[config.mk]
export PLATFORM = sky130hd
export DESIGN_NAME = kde_mac
export DESIGN_NICKNAME = d
export VERILOG_FILES = /design/src/kalman_displacement_estimator_core_assert.svh /design/src/kde_pkg.sv /design/src/kde_mac.sv
export SDC_FILE = /design/constraint.sdc
export NUM_CORES = 2
export LEC_CHECK = 0
export BUFFER_PORTS_ARGS = -buffer_cell sky130_fd_sc_hd__buf_4
export CAP_MARGIN = 20
export CORE_UTILIZATION = 45
export CTS_CLUSTER_DIAMETER = 60
export CTS_CLUSTER_SIZE = 14
export DETAILED_ROUTE_END_ITERATION = 10
export PLACE_DENSITY_LB_ADDON = 0.15
export SLEW_MARGIN = 20
export SYNTH_ARGS = -nofsm -noshare
export SYNTH_HDL_FRONTEND = slang
export SYNTH_SLANG_ARGS = --single-unit
[constraint.sdc]
create_clock -name i_clk -period 11.3 [get_ports i_clk]
set_input_delay 2.26 -clock i_clk [delete_from_list [all_inputs] [get_ports i_clk]]
set_output_delay 2.26 -clock i_clk [all_outputs]
set_load 0.01 [all_outputs]
[src/kalman_displacement_estimator_core_assert.svh]
// Assertion macros shared by the estimator RTL.
// No dependencies; included by the estimator core, which carries the assertions.
`ifndef KALMAN_DISPLACEMENT_ESTIMATOR_CORE_ASSERT_SVH
`define KALMAN_DISPLACEMENT_ESTIMATOR_CORE_ASSERT_SVH
`ifndef ASSERT_OFF
`define KDE_ASSERT(lbl, clk, rstn, prop) \
    lbl: assert property (@(posedge clk) disable iff (!rstn) prop) \
        else $error("kde assertion failed");
`define KDE_ASSERT_ALWAYS(lbl, clk, prop) \
    lbl: assert property (@(posedge clk) prop) \
        else $error("kde assertion failed");
`else
`define KDE_ASSERT(lbl, clk, rstn, prop)
`define KDE_ASSERT_ALWAYS(lbl, clk, prop)
`endif
`endif

[src/kde_pkg.sv]
// Shared constants, types and helper functions of the displacement estimator.
// No dependencies; used by every module of the block.
package kde_pkg;

    localparam int FRAC_BITS = 16;
    localparam int DIM       = 3;
    localparam int DATA_W    = 32;
    localparam int OPND_W    = DATA_W + 1;
    localparam int PROD_W    = 2 * OPND_W;
    localparam int ACC_W     = 52;
    localparam int CFG_W     = 31;
    localparam int DT_W      = 17;
    localparam int NUM_W     = DATA_W + FRAC_BITS + 1;
    localparam int DEN_W     = DATA_W + 1;
    localparam int CNT_W     = $clog2(NUM_W + 1);
    localparam int IDX_W     = $clog2(DIM * DIM);
    localparam int CFG_IDX_W = 8;

    localparam logic [CFG_W-1:0] RST_PNOISE = CFG_W'(655);
    localparam logic [CFG_W-1:0] RST_MNOISE = CFG_W'(6554);
    localparam logic [CFG_W-1:0] RST_THRESH = CFG_W'(3277);
    localparam logic [CFG_W-1:0] RST_IVAR   = CFG_W'(65536000);

    localparam logic [CFG_IDX_W-1:0] REG_PNOISE = CFG_IDX_W'(0);
    localparam logic [CFG_IDX_W-1:0] REG_MNOISE = CFG_IDX_W'(1);
    localparam logic [CFG_IDX_W-1:0] REG_THRESH = CFG_IDX_W'(2);
    localparam logic [CFG_IDX_W-1:0] REG_IVAR   = CFG_IDX_W'(3);

    typedef struct packed {
        logic issue;
        logic first;
        logic sub;
        logic half;
    } t_mac_ctl;

    function automatic logic signed [DATA_W-1:0] sat32(input logic signed [ACC_W-1:0] x);
        logic signed [ACC_W-1:0] hi;
        logic signed [ACC_W-1:0] lo;
        hi = ACC_W'({1'b0, {(DATA_W-1){1'b1}}});
        lo = -hi - ACC_W'(1);
        if (x > hi) begin
            return {1'b0, {(DATA_W-1){1'b1}}};
        end else if (x < lo) begin
            return {1'b1, {(DATA_W-1){1'b0}}};
        end
        return x[DATA_W-1:0];
    endfunction

    function automatic logic [IDX_W-1:0] idx(input logic [1:0] r, input logic [1:0] c);
        return IDX_W'({r, 1'b0}) + IDX_W'(r) + IDX_W'(c);
    endfunction

    function automatic logic signed [OPND_W-1:0] trans(
        input logic [1:0] r, input logic [1:0] c,
        input logic signed [OPND_W-1:0] dt, input logic signed [OPND_W-1:0] h);
        if (r == c) begin
            return OPND_W'(1) <<< FRAC_BITS;
        end else if ((r == 2'd0 && c == 2'd1) || (r == 2'd1 && c == 2'd2)) begin
            return dt;
        end else if (r == 2'd0 && c == 2'd2) begin
            return h;
        end
        return '0;
    endfunction

endpackage

[src/kde_mac.sv]
// Shared multiply, round and accumulate unit of the estimator.
// Depends on kde_pkg; the product is registered before it is accumulated.
module kde_mac (
    input  logic                                  i_clk,
    input  logic                                  i_rst_n,
    input  kde_pkg::t_mac_ctl                     i_ctl,
    input  logic signed [kde_pkg::OPND_W-1:0]     i_a,
    input  logic signed [kde_pkg::OPND_W-1:0]     i_b,
    input  logic signed [kde_pkg::OPND_W-1:0]     i_init,
    output logic signed [kde_pkg::ACC_W-1:0]      o_acc
);

    logic signed [kde_pkg::PROD_W-1:0] r_prod;
    logic                              r_pend;
    logic                              r_first;
    logic                              r_sub;
    logic                              r_half;
    logic signed [kde_pkg::OPND_W-1:0] r_init;
    logic signed [kde_pkg::ACC_W-1:0]  r_acc;
    logic signed [kde_pkg::PROD_W-1:0] w_rnd_full;
    logic signed [kde_pkg::ACC_W-1:0]  w_rnd;
    logic signed [kde_pkg::ACC_W-1:0]  w_base;

    always_ff @(posedge i_clk) begin
        if (!i_rst_n) begin
            r_pend <= 1'b0;
        end else begin
            r_pend <= i_ctl.issue;
        end
    end

    always_ff @(posedge i_clk) begin
        if (i_ctl.issue) begin
            r_prod  <= i_a * i_b;
            r_first <= i_ctl.first;
            r_sub   <= i_ctl.sub;
            r_half  <= i_ctl.half;
            r_init  <= i_init;
        end
    end

    always_comb begin
        if (r_half) begin
            w_rnd_full = (r_prod + (kde_pkg::PROD_W'(1) <<< kde_pkg::FRAC_BITS))
                         >>> (kde_pkg::FRAC_BITS + 1);
        end else begin
            w_rnd_full = (r_prod + (kde_pkg::PROD_W'(1) <<< (kde_pkg::FRAC_BITS - 1)))
                         >>> kde_pkg::FRAC_BITS;
        end
        w_rnd  = w_rnd_full[kde_pkg::ACC_W-1:0];
        w_base = r_first ? kde_pkg::ACC_W'(r_init) : r_acc;
    end

    always_ff @(posedge i_clk) begin
        if (r_pend) begin
            r_acc <= r_sub ? (w_base - w_rnd) : (w_base + w_rnd);
        end
    end

    assign o_acc = r_acc;

endmodule

# Word-level counts from Yosys, hierarchy flattened
# Index checks and enable logic that the tools add are counted.
dict set report word_totals {
  inputBits 105
  ff_bits 155
  wordCells 15
  output_inout_bits 52
}
dict set report classes {
  muxes 3
  n_mul 1
  addsub 4
}
# operator count
set ops {}
lappend ops {{$mux 52} 3}
lappend ops {{$add 66x17->66 const B} 1}
lappend ops {{$add 66x18->66 const B} 1}
lappend ops {{$mul 33x33->66} 1}
lappend ops {{$add 52x52->52} 1}
lappend ops {{$sub 52x52->52} 1}

# Logic depth before layout (Yosys ltp)
dict set report logic_depth {
  word_depth 4
  ltp_mapped 29
  ltp_nobuf 28
}

# Least setup slack after synthesis
# OpenSTA, ideal clock, no wires.
dict set report synth_timing {
  kind {input -> register}
  from {input i_a[32] in the netlist's numbering}
  to {register r_prod[62] in the netlist's numbering, data pin}
  setup_ns 0.259
  required_time_ns 11.041
  n_path_buf 1
  path_stages 23
  setup_slack_ns 1.485
  t_arrival_ns 9.556
  cell_sequence {clkbuf_1 nand2_1 inv_1 fa_1 fa_1 fa_1 inv_1 fa_1 inv_1 fa_1 fa_1 fa_1 inv_1 fa_1 inv_1 ha_1 a21o_1 a21o_1 a21o_1 a2111oi_0 o31ai_1 a21oi_1 xnor2_1}
}
dict set report synth_via {
  elab_chain_len 1
}
# element line
set synth_lines {}
lappend synth_lines {{start, declared} kde_mac.sv:7} ;# input logic signed [kde_pkg::OPND_W-1:0] i_a,
lappend synth_lines {{$mul 33x33->66} kde_mac.sv:34} ;# r_prod <= i_a * i_b;
lappend synth_lines {{end signal, assigned} kde_mac.sv:34}
lappend synth_lines {{end, declared} kde_mac.sv:13} ;# logic signed [kde_pkg::PROD_W-1:0] r_prod;
# No other way between the ends.
# A chain may end at the register's enable or synchronous reset.

# Worst setup path in the final report
dict set report layout_timing {
  from {input i_b[0] in the netlist's numbering}
  to {register r_prod[64] in the netlist's numbering, data pin}
}
dict set report layout_via {
  elab_chain_len 1
}
# element line
set layout_lines {}
lappend layout_lines {{start, declared} kde_mac.sv:8} ;# input logic signed [kde_pkg::OPND_W-1:0] i_b,
lappend layout_lines {{$mul 33x33->66} kde_mac.sv:34}
# No other way between the ends.

==> impl_metrics.ini <==
[drt]
vias_per_cell = 5.352
drt-wirelength-per-cell_um = 21.19
dr.pass1.iters = 6
ant_nets = 0
routed_wl_um = 140700
drt_iter0_markers = 2417
vias = 35550
drc = 0

[cells_and_area]
fin_util_pct = 47.84
area_growth_syn_to_layout_pct = 5.394
n_fill_cell = 10510
nets = 6730
drive_gt1_share_pct = 5.357
stdcell_count = 6642

[yosys]
ys_seq_area_share_pct = 8.476
netlist_instances = 5292
synth_warnings = 0
synth_edf_count = 139
ys.flop_type = edfxtp_1
ys_top_cells_by_count = fa_1, inv_1, nand2_1
syn_area_sq_um = 49480
postSynth.asyncResetShare_pct = 0
syn_nets = 6808
synth_largest_area_cell = fa_1
yosysTopAreaCellShare_pct = 46.33
ys_ff_latch = 140
synth_most_common_cell = fa_1
synth_area_leaders = fa_1, inv_1, edfxtp_1
postSynthAreaPerCell_sq_um = 9.350
synth_cell_types = 85

[placement]
dp_cells = 6609
place_congestion = 0.9013
place.port_buffers = 156
hpwl_um = 111900
pre_cts_slack_ns = 0.6984

[status]
status = completed

[global_route]
grt.total_usage_pct = 26.06
first_global_vias = 37960
grt_max_degree = 80
grt_pass1_wl_um = 222000
grt_antenna_before_repair = 2
overflow = 0

[worst_hold_path]
hp-start = r_init[1]
min_path_type = reg2reg
hold_end = o_acc[1]
hold_path_depth = 2

[floorplan]
dieArea_sq_um = 111300
row_count = 121
die_h_um = 333.6
start_util_pct = 45.39
core-area_sq_um = 109000
dieWidth_um = 333.6
io_pins = 157

[sta]
setup_viol = 0
finalHoldViolCount = 0
slew_headroom_pct = 27.32
maxSlewViolCount = 0
finClkSkew_ns = 0.009900
rsz0062_at_grt = false
fmax_mhz = 98.96
fin_crit_sh_pct = 89.43
fin_crit_ns = 10.11
fin_tns_setup_ns = 0
tightest_slew_ns = 1.080
worst_slack_ns = 1.195

[critical_path]
r2r_cells = 22
cp.arrival_ns = 10.30
crit_fanout = 32
r2r_setup_slack_ns = 3.62
critical_path_class = in2reg
critPathLaunchType = input port
r2r_end = o_acc[50]
crit_path_end_kind = flop
r2r_start = r_prod[18]
worstPathRequired_ns = 11.50

[clocking]
cts_hold_buf = 0
cts_resized = 0
clock_path_buffers = 2
clk_pin_slew_worst_paths_ns = 0.07
cts_root_buf = clkbuf_16
cts_max_level = 4
cts_sinks = 140
cts_setup_buffers = 0
cts_tree = built
cts_buffers = 17
clk_latency_ns = 0.45

[run]
drv_cap = 0
==> cells in the final DEF, fill, tap and decap left out, types with 45 or more instances in the layout <==
cell type and instances:
buf_4 183, xor2_1 71, o21ai_0 83, edfxtp_1 139, nand4_1 46, nor3_1 57
ha_1 266, nand2_1 605, nand3_1 45, nor2_1 125, a21o_1 69, and2_1 566
inv_1 1127, xnor2_1 131, fa_1 1145, a21oi_1 125
==> area by class of cell <==
cell class,instances,area (sq um),share of cell area (%)
inverter,1128,4234,8.119
clock inverter,10,167.7,0.3215
multi-input combinational,3744,39960,76.63
antenna,1,2.502,0.004799
clock buffer,22,444.2,0.8517
tap,1414,1769,3.393
sequential,140,4195,8.045
timing repair buffer,183,1374,2.634
==> flip-flops by register name, summed over array words and instances, names as in the netlist <==
name     cells
r_first      1
r_sub        1
r_init      33
r_prod      51
o_acc       52
r_half       1
r_pend       1
==> cells by family after synthesis <==
logic type	share of synthesized area, %
AOI/OAI and AO/OA	6.059
xor gates and xnor gates	3.576
adders and majority gates	53.05
buffers and inverters	10.76
DFF	8.476
muxes	1.151
and+or+nand+nor	16.92
==> stage by stage <==
stage,cell area (sq um),hold WS (ns)
global placement,51530,0.7453
floorplan,49480,0.7190
global route,52150,0.8098
detailed placement,51530,0.7753
CTS,52150,0.7778
finish,52150,0.7661
==> per-layer routing <==
metal / up-vias / global-route usage [%] / share of wire (%)
met5: - / 0 / 0
met4: 0 / 4.706 / 1.6
met3: 127 / 5.070 / 9.2
met2: 1376 / 39.28 / 42
met1: 18140 / 39.11 / 47
li1: 15900 / - / -
==> critical path, cell delays in order <==
cell,delay [ns]
buf_4,0.23
nand2_1,0.15
inv_1,0.09
fa_1,0.66
inv_1,0.15
fa_1,0.49
inv_1,0.05
fa_1,0.49
inv_1,0.05
fa_1,0.58
inv_1,0.07
fa_1,0.52
fa_1,0.51
fa_1,0.49
inv_1,0.05
fa_1,0.47
inv_1,0.04
ha_1,0.40
nand4_1,0.18
nor4_1,0.56
and2_1,0.21
o211ai_1,0.16
a21oi_1,0.50
a31oi_1,0.30
o211a_1,0.31
o21ai_0,0.21
xor2_1,0.10
==> worst max-delay path by stage <==
stage	cells past startpoint	slack, ns	end	start
floorplan	23	1.48	r_prod[62]	i_a[32]
global placement	27	0.82	r_prod[64]	i_b[0]
detailed placement	27	0.70	r_prod[64]	i_b[0]
CTS	27	1.18	r_prod[64]	i_b[0]
global route	27	0.75	r_prod[64]	i_b[0]
finish	27	1.19	r_prod[64]	i_b[0]
Power is not shown: default switching activity piles up to over one toggle a cycle in this logic, so the estimate is an artifact.
