`src/kalman_displacement_estimator_core_assert.svh`:
```
// Assertion macros shared by the estimator RTL.
// No dependencies; included by the estimator core, which carries the assertions.
`ifndef KALMAN_DISPLACEMENT_ESTIMATOR_CORE_ASSERT_SVH
`define KALMAN_DISPLACEMENT_ESTIMATOR_CORE_ASSERT_SVH
`ifndef ASSERT_OFF
`define KDE_ASSERT(lbl, clk, rstn, prop) \
    lbl: assert property (@(posedge clk) disable iff (!rstn) prop) \
        else $error("kde assertion failed");
`define KDE_ASSERT_ALWAYS(lbl, clk, prop) \
    lbl: assert property (@(posedge clk) prop) \
        else $error("kde assertion failed");
`else
`define KDE_ASSERT(lbl, clk, rstn, prop)
`define KDE_ASSERT_ALWAYS(lbl, clk, prop)
`endif
`endif

```
`src/kde_pkg.sv`:
```
// Shared constants, types and helper functions of the displacement estimator.
// No dependencies; used by every module of the block.
package kde_pkg;

    localparam int FRAC_BITS = 16;
    localparam int DIM       = 3;
    localparam int DATA_W    = 32;
    localparam int OPND_W    = DATA_W + 1;
    localparam int PROD_W    = 2 * OPND_W;
    localparam int ACC_W     = 52;
    localparam int CFG_W     = 31;
    localparam int DT_W      = 17;
    localparam int NUM_W     = DATA_W + FRAC_BITS + 1;
    localparam int DEN_W     = DATA_W + 1;
    localparam int CNT_W     = $clog2(NUM_W + 1);
    localparam int IDX_W     = $clog2(DIM * DIM);
    localparam int CFG_IDX_W = 8;

    localparam logic [CFG_W-1:0] RST_PNOISE = CFG_W'(655);
    localparam logic [CFG_W-1:0] RST_MNOISE = CFG_W'(6554);
    localparam logic [CFG_W-1:0] RST_THRESH = CFG_W'(3277);
    localparam logic [CFG_W-1:0] RST_IVAR   = CFG_W'(65536000);

    localparam logic [CFG_IDX_W-1:0] REG_PNOISE = CFG_IDX_W'(0);
    localparam logic [CFG_IDX_W-1:0] REG_MNOISE = CFG_IDX_W'(1);
    localparam logic [CFG_IDX_W-1:0] REG_THRESH = CFG_IDX_W'(2);
    localparam logic [CFG_IDX_W-1:0] REG_IVAR   = CFG_IDX_W'(3);

    typedef struct packed {
        logic issue;
        logic first;
        logic sub;
        logic half;
    } t_mac_ctl;

    function automatic logic signed [DATA_W-1:0] sat32(input logic signed [ACC_W-1:0] x);
        logic signed [ACC_W-1:0] hi;
        logic signed [ACC_W-1:0] lo;
        hi = ACC_W'({1'b0, {(DATA_W-1){1'b1}}});
        lo = -hi - ACC_W'(1);
        if (x > hi) begin
            return {1'b0, {(DATA_W-1){1'b1}}};
        end else if (x < lo) begin
            return {1'b1, {(DATA_W-1){1'b0}}};
        end
        return x[DATA_W-1:0];
    endfunction

    function automatic logic [IDX_W-1:0] idx(input logic [1:0] r, input logic [1:0] c);
        return IDX_W'({r, 1'b0}) + IDX_W'(r) + IDX_W'(c);
    endfunction

    function automatic logic signed [OPND_W-1:0] trans(
        input logic [1:0] r, input logic [1:0] c,
        input logic signed [OPND_W-1:0] dt, input logic signed [OPND_W-1:0] h);
        if (r == c) begin
            return OPND_W'(1) <<< FRAC_BITS;
        end else if ((r == 2'd0 && c == 2'd1) || (r == 2'd1 && c == 2'd2)) begin
            return dt;
        end else if (r == 2'd0 && c == 2'd2) begin
            return h;
        end
        return '0;
    endfunction

endpackage

```
`src/kde_div.sv`:
```
// Restoring divider, one quotient bit per cycle, for the Kalman gain.
// Depends on kde_pkg for its widths.
module kde_div (
    input  logic                        i_clk,
    input  logic                        i_rst_n,
    input  logic                        i_start,
    input  logic [kde_pkg::NUM_W-1:0]   i_dividend,
    input  logic [kde_pkg::DEN_W-1:0]   i_divisor,
    output logic                        o_done,
    output logic [kde_pkg::NUM_W-1:0]   o_quot
);

    logic                         r_busy;
    logic                         r_done;
    logic [kde_pkg::CNT_W-1:0]    r_cnt;
    logic [kde_pkg::DEN_W-1:0]    r_rem;
    logic [kde_pkg::DEN_W-1:0]    r_den;
    logic [kde_pkg::NUM_W-1:0]    r_quo;
    logic [kde_pkg::DEN_W:0]      w_trial;
    logic [kde_pkg::DEN_W+1:0]    w_diff;

    always_comb begin
        w_trial = {r_rem, r_quo[kde_pkg::NUM_W-1]};
        w_diff  = {1'b0, w_trial} - {2'b00, r_den};
    end

    always_ff @(posedge i_clk) begin
        if (!i_rst_n) begin
            r_busy <= 1'b0;
            r_done <= 1'b0;
            r_cnt  <= '0;
        end else begin
            r_done <= 1'b0;
            if (i_start) begin
                r_busy <= 1'b1;
                r_cnt  <= kde_pkg::CNT_W'(kde_pkg::NUM_W);
            end else if (r_busy) begin
                r_cnt <= r_cnt - kde_pkg::CNT_W'(1);
                if (r_cnt == kde_pkg::CNT_W'(1)) begin
                    r_busy <= 1'b0;
                    r_done <= 1'b1;
                end
            end
        end
    end

    always_ff @(posedge i_clk) begin
        if (i_start) begin
            r_quo <= i_dividend;
            r_den <= i_divisor;
            r_rem <= '0;
        end else if (r_busy) begin
            if (!w_diff[kde_pkg::DEN_W+1]) begin
                r_rem <= w_diff[kde_pkg::DEN_W-1:0];
                r_quo <= {r_quo[kde_pkg::NUM_W-2:0], 1'b1};
            end else begin
                r_rem <= w_trial[kde_pkg::DEN_W-1:0];
                r_quo <= {r_quo[kde_pkg::NUM_W-2:0], 1'b0};
            end
        end
    end

    assign o_done = r_done;
    assign o_quot = r_quo;

endmodule

```
`config.mk`:
```
export PLATFORM = sky130hd
export DESIGN_NAME = kde_div
export DESIGN_NICKNAME = d
export VERILOG_FILES = /design/src/kalman_displacement_estimator_core_assert.svh /design/src/kde_pkg.sv /design/src/kde_div.sv
export SDC_FILE = /design/constraint.sdc
export NUM_CORES = 1
export LEC_CHECK = 0
export BUFFER_PORTS_ARGS = -buffer_cell sky130_fd_sc_hd__buf_2
export CORE_UTILIZATION = 30
export CTS_CLUSTER_DIAMETER = 100
export CTS_CLUSTER_SIZE = 25
export DETAILED_ROUTE_END_ITERATION = 6
export SLEW_MARGIN = 15
export SYNTH_ARGS = -nofsm -noshare
export SYNTH_HDL_FRONTEND = slang
export SYNTH_SLANG_ARGS = --single-unit
```
`constraint.sdc`:
```
create_clock -name i_clk -period 3.56 [get_ports i_clk]
set_clock_uncertainty 0.2 [all_clocks]
set_input_delay 0.712 -clock i_clk [delete_from_list [all_inputs] [get_ports i_clk]]
set_output_delay 0.712 -clock i_clk [all_outputs]
set_load 0.005 [all_outputs]
```
* Word-level counts from Yosys, hierarchy flattened
Cells that the tools add are included.
** Operators by class
- Add/subtract/negate cells :: 2
- Eq/ne operators :: 1
- Multiplexer cells :: 10
- Bitwise gates (word level) :: 2
- Reduce and logical (&&, ||, !) cells :: 3
** Operator list (count)
- $mux W49 :: 2
- $sub A34 B33 Y35 :: 1
- $mux W33 :: 1
- $mux W6 :: 2
- $eq A6 B1 Y1 const B :: 1
- $sub A6 B1 Y6 const B :: 1
- $mux W1 :: 5
- $reduce_or A3 Y1 :: 1
- $not A1 Y1 :: 2
- $reduce_bool A2 Y1 :: 1
- $reduce_or A2 Y1 :: 1
** Word-level totals
- Register bits :: 123
- Bits of input ports :: 85
- Output and inout port bits :: 50
- Word-level logic and storage cells :: 25

* Longest topological paths before layout
Gate-level depths: netlist of run 1.
- Word-level depth :: 4
- Gate-level depth with buffers :: 14
- Mapped depth without buffers :: 12

* Least setup slack after synthesis of run 1
OpenSTA, ideal clock, no wires.
- Kind :: register to register
- From :: register r_quo, in the netlist o_quot[48]
- To :: register r_quo, in the netlist o_quot[0] (data pin)
- Setup time :: 0.260 ns
- Arrival :: 2.589 ns
- Data required time :: 3.100 ns
- Setup slack :: 0.511 ns
- Stages on the path, launching flop included :: 13
- Buffers on the path :: 1
- Period minus slack after synthesis :: 3.049 ns
- Cell sequence :: edfxtp_1 -> inv_1 -> ha_1 -> inv_1 -> fa_1 -> a21o_1 -> a221o_1 -> a21oi_2 -> a211oi_4 -> o211ai_4 -> nand2_1 -> buf_2 -> mux2_2
** On the way
- Longest elaborated chain between the ends :: 4
** RTL lines
- from (decl) :: RTL line kde_div.sv:18 : logic [kde_pkg::NUM_W-1:0] r_quo;
- from (signal assigned) :: RTL line kde_div.sv:49 : r_quo <= i_dividend;
- from (signal assigned) :: RTL line kde_div.sv:55 : r_quo <= {r_quo[kde_pkg::NUM_W-2:0], 1'b1};
- from (signal assigned) :: RTL line kde_div.sv:58 : r_quo <= {r_quo[kde_pkg::NUM_W-2:0], 1'b0};
- $sub A34 B33 Y35 :: RTL line kde_div.sv:24 : w_diff = {1'b0, w_trial} - {2'b00, r_den};
- $mux W1 :: RTL line kde_div.sv:53 : if (!w_diff[kde_pkg::DEN_W+1]) begin
- $mux W49 :: RTL line kde_div.sv:52 : end else if (r_busy) begin
- $mux W49 :: RTL line kde_div.sv:48 : if (i_start) begin
No other way between the ends. The select of a mux whose other input is x is not followed.
A chain may end at the register's enable or synchronous reset.

* Worst setup path in the final report of run 1
- From :: register r_quo, in the netlist o_quot[48]
- To :: register r_rem[0] (netlist bit)
** On the way
- Longest elaborated chain between the ends :: 2
** RTL lines
- $sub A34 B33 Y35 :: RTL line kde_div.sv:24
- $mux W33 * :: RTL line kde_div.sv:53
- to (signal assigned) :: RTL line kde_div.sv:54 : r_rem <= w_diff[kde_pkg::DEN_W-1:0];
- to (signal assigned) :: RTL line kde_div.sv:57 : r_rem <= w_trial[kde_pkg::DEN_W-1:0];
- to (decl) :: RTL line kde_div.sv:16 : logic [kde_pkg::DEN_W-1:0] r_rem;
Mark *: on every way between the ends. The rest lies on a longest branch, timed or not.

==> impl_results.md, run 1 <==
- Initial Util: 30.9%
- Post-CTS Setup Bufs: 0
- Most common cell after layout, fill and taps aside: buf_2
- Arr. time, crit path: 3.46 ns
- Switching part of the total: 27.7%
- # diodes: 0
- Ys async rst share: 0%
- CTS HTree Levels: 4
- Share of layout cells above drive strength 1: 30.6%
- Final nets: 889
- Clk_lat worst skew: 0.43 ns
- CP endpoint kind: flip-flop
- Max clock buf depth: 2
- Area Overhead vs Synth: 23.7%
- Hold wc startpoint: i_divisor[8]
- Worst-path maximum fanout: 27
- Drt pass-1 iters: 7
- Synth Area in Adders: 6.75%
- VDD IR max: 0.284 mV
- Io pins: 135
- Total Wirelength: 17000 um
- DP Worst Slack: 0.281 ns
- CTS tree: done
- R2r startpoint: o_quot[48]$_DFFE_PP_
- Slew HR: 53.6%
- Post-synth EDFFs: 82
- RSZ-0062 raised after global routing: false
- Largest net degree at the start of global routing: 54
- Tmin final: 3.35 ns
- Clock power share: 42.0%
- Crit start category: flip-flop
- Hold crit path type: input port to flip-flop
- First-pass GRT wire length: 27700 um
- Synth cell types: 64
- Post-route clock period utilization: 94.1%
- Placer congestion estimate: 0.832
- CP required: 3.67 ns
- Port buffer count: 134
- Final Hold Fails: 0
- Most frequent cells in the layout: buf_2, edfxtp_1, nand2_1, mux2_2, inv_1
- Leakage: 3.50 nW
- Post-CTS resize count: 0
- Largest family of logic cells by synthesized area: compound AO/OA/AOI/OAI gates
- Wire per inst: 16.1 um
- GR Util All Layers: 15.3%
- Cells after synthesis: 630
- Drt drc: 3
- PnR worst setup slack: 0.210 ns
- Setup CP Type: flip-flop to flip-flop
- Cell Int Power: 0.00301 W
- Synth Area in Simple Gates: 10.6%
- Gate power share: 16.5%
- Power share of the sequential group: 41.5%
- Yosys warning count: 0
- Antenna violations before repair: 0
- Post-Synth XOR/XNOR Area: 4.39%
- Placed wire-length estimate: 12200 um
- DR vias: 5331
- Fmax achieved: 298 MHz
- DIE WIDTH: 152 um
- Vias in the first global route: 5461
- Sequential area share after synthesis: 48.4%
- DRT iter0 DRCs: 344
- Main synth FF type: edfxtp_1
- Worst Setup SP: o_quot[48]$_DFFE_PP_
- Die Y-Extent: 152 um
- Core box area: 0.0220 mm^2
- # rows: 54
- CTS root buf: clkbuf_16
- Max-slew violations: 0
- Failing checks: design-rule violations
- Worst slew pin tran: 0.689 ns
- Yosys reg bits: 123
- Outcome: finished, violations left
- Syn Nets: 751
- Overflow after GRT: 0
- Mux cell area share after synthesis: 9.76%
- Number of buffers created by CTS: 17
- Setup TNS: 0 ns
- Number of setup violations in the final report: 0
- Synth Area in Compound Gates: 15.7%
- R2R Setup Slk: 0.21 ns
- Post-Synthesis Cell Area: 0.00678 mm^2
- Mapped Avg Cell Area: 10.8 um^2
- Cell Pwr Density: 497 mW/mm^2
- CTS clock-pin slew for the worst setup and hold paths: 0.06 ns
- Max-cap violations: 0
- Antenna viol nets, final: 0
- Sink Count: 123
- Hold_buf cts: 0
- Die area: 0.0232 mm^2
- Psw: 0.00115 W
- Vias/cell: 5.02
-- cell families after synthesis --
logic type,count (synthesis)
AO/OA/AOI/OAI,148
XOR/XNOR,34
adder cells (fa/ha/maj),36
buffers and inverters,72
flip-flops,123
multiplexers,60
AND/OR/NAND/NOR,157
-- worst max-delay path: stages (launching register included) --
cell and delay [ns]:
edfxtp_1 0.42, inv_1 0.08, ha_1 0.15, inv_1 0.05, fa_1 0.40, a21o_1 0.21
a221o_1 0.36, a21oi_2 0.21, a211oi_4 0.11, o211ai_4 0.17, buf_4 0.17, and2_4 0.34
o21ai_0 0.15, a22o_1 0.22
-- routing by layer --
metal | vias to the layer above | track usage, % | part of all wire [%]
met5 | - | 0 | 0
met4 | 0 | 5.49 | 1.5
met3 | 23 | 5.49 | 7.8
met2 | 179 | 25.3 | 47
met1 | 2529 | 18.3 | 44
li1 | 2600 | - | -
-- cell usage after synthesis, drive strengths merged, types with 6 or more instances --
cell type	instances	share of area, %
nand3	19	1.5
buf	9	0.85
edfxtp	82	36
a211oi	16	2.0
nor3	8	0.66
a21o	12	1.3
and3	6	0.55
ha	35	6.5
inv	47	2.6
mux2	49	8.1
a21oi	34	2.6
o211ai	8	1.1
xor2	14	1.8
nor2	45	2.5
dfxtp	41	12
a31oi	6	0.55
o21ai	24	1.8
xnor2	20	2.6
nand2	55	3.0
mux2i	11	1.6
clkbuf	16	0.89
-- worst paths after layout --
path | to | cells after the start
hold reg to reg | r_rem[20]$_SDFFE_PP0P_ | 2
setup reg to reg | r_rem[0]$_SDFFE_PP0P_ | 13
hold / removal | r_den[8]$_DFFE_PP_ | 1
setup / recovery | r_rem[0]$_SDFFE_PP0P_ | 13
-- power groups by stage --
stage	Combinational [W]	Sequential, W	Clock, W
global route	0.000766	0.00175	0.00186
floorplan	0.000450	0.00175	0
global placement	0.000682	0.00176	0
finish	0.000687	0.00173	0.00175
CTS	0.000689	0.00173	0.00180
detailed placement	0.000685	0.00176	0
-- stage by stage --
step                      instance area (um^2)  power, W  cells  hold slack [ns]  utilization, %
after floorplan                           6780   0.00220    630            0.253               -
after global placement                    7800   0.00244   1029            0.270            35.5
after detailed placement                  7800   0.00244   1029            0.281            35.5
after CTS                                 8380   0.00422   1061            0.240            38.2
after global routing                      8380   0.00437   1061            0.235            38.2
final                                     8380   0.00417   1061            0.257            38.2
-- layout make-up --
type / count / area (um^2)
Inverter: 47 / 176
Multi-Input combinational cell: 435 / 3200
Sequential cell: 123 / 3280
Tap cell: 280 / 350
Timing Repair Buffer: 144 / 786
Clock inverter: 15 / 160
Clock buffer: 17 / 425
Fill cell: 2150 / 13600
-- flip-flops by register name (all words and copies together) (netlist names) --
register	cells
o_quot	49
r_den	33
r_rem	33
r_cnt	6
o_done	1
r_busy	1
Power figures use the tool's default switching activity.
==> run 2, diff against run 1 <==
--- a/config.mk
+++ b/config.mk
@@ -10,6 +10,7 @@
 export CTS_CLUSTER_DIAMETER = 100
 export CTS_CLUSTER_SIZE = 25
 export DETAILED_ROUTE_END_ITERATION = 6
+export MAX_ROUTING_LAYER = met4
 export SLEW_MARGIN = 15
 export SYNTH_ARGS = -nofsm -noshare
 export SYNTH_HDL_FRONTEND = slang
==> run 2 against run 1 <==
Effect of this change:
- the run still ends with design-rule violations left
- setup slack better by 0.0096 ns
- critical path depth stayed put
- non-clock buffer count stayed put
- sequential power hardly changed
- clock-buffer cell count stayed put
- first-iteration DRC count is 4.4% lower
- clock power hardly changed
- via count is 0.28% lower
- core utilization stayed put
- sequential share of layout area stayed put
- sequential cell count stayed put
- largest cell class unchanged
- largest power group unchanged
==> impl_results.md, run 2 (synthesized netlist as in run 1, its figures left out) <==
- Hold_buf cts: 0 (unchanged)
- R2r startpoint: o_quot[48]$_DFFE_PP_
- VDD IR max: 0.284 mV (-0.20%)
- Sink Count: 123 (unchanged)
- DRT iter0 DRCs: 329 (-4.4%)
- CTS tree: done
- # rows: 54 (unchanged)
- Wire per inst: 16.1 um (-0.11%)
- Placed wire-length estimate: 12200 um (unchanged)
- Port buffer count: 134 (unchanged)
- R2R depth: 13 (unchanged)
- Max stage delay on crit path: 0.41 ns (about the same)
- Post-CTS resize count: 0 (unchanged)
- Io pins: 135 (unchanged)
- CTS root buf: clkbuf_16
- Cell Pwr Density: 498 mW/mm^2 (about the same)
- CP required: 3.67 ns (about the same)
- CP dominant cell by count: inv_1
- Max-cap violations: 0 (unchanged)
- RSZ-0062 raised after global routing: false
- Drt drc: 3 (unchanged)
- CTS clock-pin slew for the worst setup and hold paths: 0.06 ns (about the same)
- Number of buffers created by CTS: 17 (unchanged)
- Crit start category: flip-flop
- Setup TNS: 0 ns (unchanged)
- Fin Hold WS: 0.256 ns (-0.000631 ns)
- Drt pass-1 iters: 7 (unchanged)
- R2r endpoint: r_rem[0]$_SDFFE_PP0P_
- Crit-path leading delay family: compound AO/OA/AOI/OAI gates
- Max reg flops: 49 (unchanged)
- Most common cell after layout, fill and taps aside: buf_2
- Worst hold path depth: 1 (unchanged)
- CTS HTree Levels: 4 (unchanged)
- Max clock buf depth: 2 (unchanged)
- Initial Util: 30.9% (unchanged)
- Hold wc startpoint: i_divisor[8]
- Outcome: finished, violations left
- Slew HR: 53.2% (-0.33 points)
- Worst Setup SP: o_quot[48]$_DFFE_PP_
- CP endpoint kind: flip-flop
- GR Util All Layers: 15.8% (+0.46 points)
- Placer congestion estimate: 0.845 (+1.5%)
- CP max stage cell: edfxtp_1
- Clk_lat worst skew: 0.43 ns (about the same)
- Die Y-Extent: 152 um (unchanged)
- Die area: 0.0232 mm^2 (unchanged)
- Area Overhead vs Synth: 23.7% (unchanged)
- Vias/cell: 5.01 (-0.28%)
- Worst-path maximum fanout: 27 (unchanged)
- # diodes: 0 (unchanged)
- Antenna violations before repair: 0 (unchanged)
- WP buf/inv: 3 (unchanged)
- Final Hold Fails: 0 (unchanged)
- R2R Setup Slk: 0.22 ns (about the same)
- Hold crit path type: input port to flip-flop
- Worst slew pin tran: 0.694 ns (+0.00483 ns)
- Antenna viol nets, final: 0 (unchanged)
- Post-CTS Setup Bufs: 0 (unchanged)
- Arr. time, crit path: 3.45 ns (about the same)
- Share of layout cells above drive strength 1: 30.6% (unchanged)
- Total Wirelength: 17000 um (-0.11%)
- Final nets: 889 (unchanged)
- Cell breakdown of the critical path: inv_1 > ha_1 > inv_1 > fa_1 > a21o_1 > a221o_1 > a21oi_2 > a211oi_4 > o211ai_4 > buf_4 > and2_4 > o21ai_0 > a22o_1
- DIE WIDTH: 152 um (unchanged)
- Most frequent cells in the layout: buf_2, edfxtp_1, nand2_1, mux2_2, inv_1
- Overflow after GRT: 0 (unchanged)
- Core box area: 0.0220 mm^2 (unchanged)
- Max-slew violations: 0 (unchanged)
- Post-route clock period utilization: 93.8% (-0.27 points)
- Vias in the first global route: 5475 (+0.26%)
- Tmin final: 3.34 ns (-0.00958 ns)
- Fmax achieved: 299 MHz (+0.29%)
- Number of setup violations in the final report: 0 (unchanged)
- Leakage: 3.50 nW (unchanged)
- Largest net degree at the start of global routing: 54 (unchanged)
- First-pass GRT wire length: 27700 um (-0.20%)
- DR vias: 5316 (-0.28%)
- Failing checks: design-rule violations
- Setup CP Type: flip-flop to flip-flop
- Worst hold endpoint: r_den[8]$_DFFE_PP_
run 2: power by group:
part	total (W)	switching (W)	internal [W]
sequential	0.00173	0.0000689	0.00166
combinational	0.000686	0.000376	0.000310
clock	0.00175	0.000713	0.00104
run 2: worst max-delay path by stage:
stage | cells past startpoint | slack (ns) | endpoint
global placement | 13 | 0.38 | r_rem[0]$_SDFFE_PP0P_
finish | 13 | 0.22 | r_rem[0]$_SDFFE_PP0P_
global route | 13 | 0.03 | r_rem[27]$_SDFFE_PP0P_
detailed placement | 13 | 0.28 | r_rem[0]$_SDFFE_PP0P_
CTS | 13 | 0.21 | r_rem[0]$_SDFFE_PP0P_
floorplan | 12 | 0.51 | o_quot[0]$_DFFE_PP_
run 2: layout make-up:
| cell class | count | area (um^2) |
|---|---|---|
| well taps | 280 | 350 |
| multi-input cells | 435 | 3200 |
| clock inverters | 15 | 160 |
| clock buffers | 17 | 425 |
| inverters | 47 | 176 |
| repair buffers | 144 | 786 |
| fillers | 2150 | 13600 |
| flip-flops and latches | 123 | 3280 |
run 2: layer usage:
layer,wire [um],up-vias,global-route usage [%]
met3,1070,26,4.24
met5,0,-,-
li1,-,2602,-
met4,276,0,5.49
met2,7950,177,25.3
met1,7730,2511,19.1
run 2: metrics by stage:
step / power, W / cell area, um^2 / utilization, % / setup slack (ns) / instances
floorplan: 0.00220 / 6780 / - / 0.511 / 630
global placement: 0.00244 / 7800 / 35.5 / 0.376 / 1029
detailed placement: 0.00244 / 7800 / 35.5 / 0.281 / 1029
CTS: 0.00422 / 8380 / 38.2 / 0.214 / 1061
global route: 0.00437 / 8380 / 38.2 / 0.0329 / 1061
finish: 0.00417 / 8380 / 38.2 / 0.219 / 1061
